`src/hw/rtl/flow_size_priority_tagger_defines.svh`:
```
// Assertion macros shared by the flow size priority tagger RTL.
// Define NO_ASSERTIONS to compile them out.
`ifndef FLOW_SIZE_PRIORITY_TAGGER_DEFINES_SVH
`define FLOW_SIZE_PRIORITY_TAGGER_DEFINES_SVH

`ifndef NO_ASSERTIONS

// Checked while out of reset.
`define FSP_ASSERT(lbl, prop, msg) \
  lbl: assert property (@(posedge clk) disable iff (rst) prop) else $error(msg);

// Checked on every edge, reset included.
`define FSP_ASSERT_ALWAYS(lbl, prop, msg) \
  lbl: assert property (@(posedge clk) prop) else $error(msg);

`else

`define FSP_ASSERT(lbl, prop, msg)
`define FSP_ASSERT_ALWAYS(lbl, prop, msg)

`endif

`endif

```
`src/hw/rtl/fsp_pkg.sv`:
```
package fsp_pkg;

  localparam int DEF_FLOW_INDEX_BITS = 10;
  localparam int DEF_MAX_PRIORITIES  = 6;
  localparam int MIN_PRIORITIES      = 2;
  localparam int NUM_THRESH          = 5;

  localparam int BYTES_W  = 16;
  localparam int COUNT_W  = 32;
  localparam int LEVEL_W  = 3;
  localparam int CFG_IDX_W  = 3;
  localparam int CFG_DATA_W = 32;

  localparam logic [COUNT_W-1:0] RST_THRESH_0     = 32'd20000;
  localparam logic [COUNT_W-1:0] RST_THRESH_N     = 32'd0;
  localparam logic [COUNT_W-1:0] RST_CLEAR_THRESH = 32'd15000000;
  localparam logic [LEVEL_W-1:0] RST_NUM_PRIO     = 3'd2;

  // Configuration register indexes
  localparam logic [CFG_IDX_W-1:0] REG_NUM_PRIO   = 3'd0;
  localparam logic [CFG_IDX_W-1:0] REG_THRESH_0   = 3'd1;
  localparam logic [CFG_IDX_W-1:0] REG_THRESH_1   = 3'd2;
  localparam logic [CFG_IDX_W-1:0] REG_THRESH_2   = 3'd3;
  localparam logic [CFG_IDX_W-1:0] REG_THRESH_3   = 3'd4;
  localparam logic [CFG_IDX_W-1:0] REG_THRESH_4   = 3'd5;
  localparam logic [CFG_IDX_W-1:0] REG_CLEAR_THR  = 3'd6;
  localparam logic [CFG_IDX_W-1:0] REG_COUNT_HDRS = 3'd7;

  typedef struct packed {
    logic clr_step;  // zero one counter entry during the clearing pass
    logic capture;   // take a request
    logic read;      // read the flow counter
    logic sum;       // add counted bytes
    logic emit;      // classify, write back, present result
  } fsp_cmd_t;

  typedef struct packed {
    logic clr_last;  // clearing pass at the last entry
  } fsp_sts_t;

endpackage

```
`src/hw/rtl/fsp_ctrl.sv`:
```
`include "flow_size_priority_tagger_defines.svh"

module fsp_ctrl (
  input  logic             clk,
  input  logic             rst,
  input  logic             start,
  input  fsp_pkg::fsp_sts_t sts,
  output fsp_pkg::fsp_cmd_t cmd,
  output logic             busy
);
  import fsp_pkg::*;

  typedef enum logic [4:0] {
    ST_CLEAR = 5'b00001,
    ST_IDLE  = 5'b00010,
    ST_READ  = 5'b00100,
    ST_SUM   = 5'b01000,
    ST_EMIT  = 5'b10000
  } state_t;

  state_t state, state_next;

  always_ff @(posedge clk) begin
    if (rst) begin
      state <= ST_CLEAR;
    end else begin
      state <= state_next;
    end
  end

  always_comb begin
    state_next = state;
    case (state)
      ST_CLEAR: begin
        if (sts.clr_last) state_next = ST_IDLE;
      end
      ST_IDLE: begin
        if (start) state_next = ST_READ;
      end
      ST_READ: state_next = ST_SUM;
      ST_SUM:  state_next = ST_EMIT;
      ST_EMIT: state_next = ST_IDLE;
      default: state_next = ST_CLEAR;
    endcase
  end

  always_comb begin
    cmd.clr_step = (state == ST_CLEAR);
    cmd.capture  = (state == ST_IDLE) && start;
    cmd.read     = (state == ST_READ);
    cmd.sum      = (state == ST_SUM);
    cmd.emit     = (state == ST_EMIT);
  end

  assign busy = (state != ST_IDLE);

  `FSP_ASSERT(a_accept_to_emit, (cmd.capture |-> ##3 cmd.emit),
              "request did not reach write-back three cycles after accept")
  `FSP_ASSERT(a_clear_exit, ($fell(cmd.clr_step) |-> $past(sts.clr_last)),
              "clearing pass ended before the last entry")
  `FSP_ASSERT(a_no_accept_busy, (busy |-> !cmd.capture),
              "request taken while busy")
  `FSP_ASSERT_ALWAYS(a_rst_clear, (rst |=> cmd.clr_step),
                     "reset did not start the clearing pass")

endmodule

```
`config.mk`:
```
export PLATFORM = sky130hd
export DESIGN_NAME = fsp_ctrl
export DESIGN_NICKNAME = d
export VERILOG_FILES = /design/src/hw/rtl/fsp_pkg.sv /design/src/hw/rtl/fsp_ctrl.sv
export VERILOG_INCLUDE_DIRS = /design/src /design/src/hw/rtl
export SDC_FILE = /design/constraint.sdc
export NUM_CORES = 1
export LEC_CHECK = 0
export BUFFER_PORTS_ARGS = -buffer_cell sky130_fd_sc_hd__buf_2
export CORE_AREA = 5 5 42 44
export DETAILED_ROUTE_END_ITERATION = 6
export DIE_AREA = 0 0 47 49
export PLACE_DENSITY = 0.44
export SYNTH_ARGS = -nofsm -noshare
export SYNTH_HDL_FRONTEND = slang
export SYNTH_SLANG_ARGS = --single-unit
```
`constraint.sdc`:
```
create_clock -name clk -period 1.1 [get_ports clk]
set_input_delay 0.11 -clock clk [delete_from_list [all_inputs] [get_ports clk]]
set_output_delay 0.11 -clock clk [all_outputs]
set_load 0.05 [all_outputs]
```
==> flow_metrics.py <==
metrics = {
    "status": {
        "outcome": "complete, but fails checks",
        "violations": "setup timing",
    },
    "timing": {
        "fin_skew_ns": 0.00267,
        "slew_violations": 0,
        "worstMarginPinSlew_ns": 0.314,
        "timing.hold.ws_ns": 0.0316,
        "fin_crit_ns": 1.36,
        "setup_viol": 10,
        "period_share_pct": 123,
        "fmax_mhz": 736,
        "slew-limit-headroom_pct": 79.0,
        "rsz0062_at_grt": "yes",
        "finalHoldViolCount": 0,
        "postLayoutSetupSlackWorst_ns": -0.258,
        "fin_setup_tns_ns": -1.90,
    },
    "die": {
        "io_pins": 10,
        "coreArea_sq_mm": 0.00140,
        "num_rows": 14,
        "dieArea_sq_mm": 0.00230,
        "initial_core_util_pct": 20.5,
        "die_w_um": 47,
        "die_h_um": 49,
    },
    "power": {
        "p_leak_nw": 0.254,
        "combinationalPowerShare_pct": 51.3,
        "cellPowerDensity_mw_per_mm2": 1670,
        "p_sw_uw": 375,
        "p_clk_share_pct": 22.8,
        "swShare_pct": 40.2,
        "vdd_drop_max_mv": 0.789,
        "p_int_uw": 559,
        "seqPwrFrac_pct": 25.9,
    },
    "detailed_routing": {
        "drt_wl_total_um": 823,
        "drt_iter0_drc": 6,
        "routed-via-count": 342,
        "via_per_inst": 4.56,
        "drcViolationCount": 0,
        "drtAntennaViolNets": 0,
        "wl_per_cell_um": 11.0,
        "drt_pass1_iterations": 4,
    },
    "synthesis": {
        "synth_top_family_by_area": "simple AND/OR/NAND/NOR gates",
        "avgSynthCellArea_sq_um": 8.72,
        "syn_area_sq_um": 288,
        "seq_area_frac_synth_pct": 34.8,
        "ys_types": 17,
        "synth_compound_area_share_pct": 14.8,
        "synth_xor_area_share_pct": 6.09,
        "syn_inst": 33,
        "synth_fa_ha_area_share_pct": 0,
        "synth_seq_cells": 5,
        "synth-simple-area-share_pct": 34.8,
        "muxShareOfSynthArea_pct": 0,
        "yosysWarnings": 0,
        "syn_nets": 37,
    },
    "worst_hold_path": {
        "hold_path_depth": 2,
        "hold_path.class": "input pin to flip-flop",
        "min_to": "state[4]",
        "min_from": "rst",
    },
    "worst_setup_path": {
        "crit_path_start_kind": "flip-flop",
        "arrival_ns": 1.25,
        "crit_type": "flip-flop to output pin",
        "worstReg2RegStart": "state[2]",
        "cp-end-kind": "output pin",
        "r2r_end": "state[1]",
        "cp_max_fo": 3,
        "critPathRequiredTime_ns": 0.99,
        "ff2ff_setup_slack_ns": -0.23,
        "r2r_cells": 4,
    },
    "clock_network": {
        "clockBufferDepth": 2,
        "worstSkewPairLatency_ns": 0.24,
        "cts_root_buf": "clkbuf_4",
        "clock_sinks": 5,
        "htreeDepth": 1,
        "numCtsBuffers": 3,
        "cts_tree": "yes",
        "path_clk_slew_ns": 0.05,
    },
    "grt": {
        "grt_pass1_vias": 347,
        "grt.overflow.total": 0,
        "track_usage_pct": 9.10,
        "grt_start_max_net_pins": 7,
        "antenna_found_initial": 0,
        "grt_pass1_wl_mm": 1.54,
    },
    "layout": {
        "largest_reg_flops": 5,
        "nets": 64,
        "fin_util_pct": 39.8,
        "antennaDiodeCount": 0,
        "reg_top3": "state (5)",
        "drive_gt1_share_pct": 69.5,
        "area_growth_pct": 93.9,
        "regMostFlops": "state",
        "final_cell_mix": "buf_4, nor2_1, buf_2",
        "layout_commonest_cell": "buf_4",
    },
    "run": {
        "drv_cap": 0,
    },
    "placed_design": {
        "gp_congestion": 0.704,
        "port_buffers": 9,
        "pre_cts_ws_ns": -0.173,
        "place.detailed.hpwl_um": 621,
    },
}
==> synth_stat cells <==
library cell / n / share of area (%)
or3_4: 1 / 3.9
inv_1: 6 / 7.8
and2_1: 1 / 2.2
nand3b_1: 3 / 7.8
dfxtp_1: 5 / 35
nor3_1: 2 / 3.5
nand4_1: 1 / 2.2
a21oi_1: 1 / 1.7
nor2_1: 4 / 5.2
and4_1: 1 / 3.0
a41o_1: 1 / 3.5
nor4b_1: 1 / 3.0
clkbuf_2: 1 / 1.7
o41ai_4: 1 / 9.6
nor4_1: 1 / 2.2
nand3_1: 1 / 1.7
xor2_1: 2 / 6.1
==> power by group through the flow <==
stage          clock network (mW)  logic (mW)  registers [mW]
2_1_floorplan                   0       0.317           0.232
3_3_place_gp                    0       0.424           0.245
3_5_place_dp                    0       0.425           0.243
4_1_cts                     0.216       0.481           0.242
5_1_grt                     0.228       0.516           0.244
6_report                    0.213       0.479           0.242
==> worst max-delay path by stage <==
stage	from	endpoint	slack (ns)	cells after the start
finish	state[2]	cmd[4]	-0.26	3
global route	state[2]	cmd[4]	-0.33	3
CTS	state[2]	cmd[4]	-0.27	3
detailed placement	state[4]	state[1]	-0.17	3
global placement	state[4]	state[0]	-0.17	3
floorplan	state[2]	cmd[4]	-0.15	2
==> per-layer routing <==
layer | global-route usage (%) | part of all wire [%] | vias to the layer above
met5 | 0 | 0 | -
met4 | 4.15 | 0.73 | 0
met3 | 2.21 | 3.4 | 2
met2 | 14.3 | 53 | 6
met1 | 11.3 | 43 | 165
li1 | - | - | 169
==> cell families after synthesis <==
logic type             Yosys count
AO/OA/AOI/OAI                    3
XOR/XNOR                         2
buffers and inverters            7
flip-flops                       5
AND/OR/NAND/NOR                 16
==> per-stage QoR <==
step	power [mW]	std cells	cell area, sq um
3_5_place_dp	0.668	66	445
2_1_floorplan	0.549	33	318
5_1_grt	0.988	75	558
4_1_cts	0.939	75	558
3_3_place_gp	0.669	66	445
6_report	0.934	75	558
==> final cells by class <==
cell class	instances	area, sq um
multi-input cells	21	185
inverters	6	30.0
fillers	151	843
repair buffers	23	189
well taps	16	20.0
clock buffers	4	26.3
flip-flops and latches	5	108
==> worst max-delay path, cell delays in order, from the launching register on <==
cell     delay, ns
dfxtp_2       0.32
or3_4         0.40
nor3_4        0.12
buf_6         0.17
==> timing repair <==
item | 4_1_cts | 5_1_grt
pin swaps | 5 | 2
hold buffers | 0 | 0
setup buffers | 5 | 0
endpoints found under the setup margin | 10 | 10
resized for setup | 17 | 0
No activity file was read; power rests on OpenSTA's default activity.
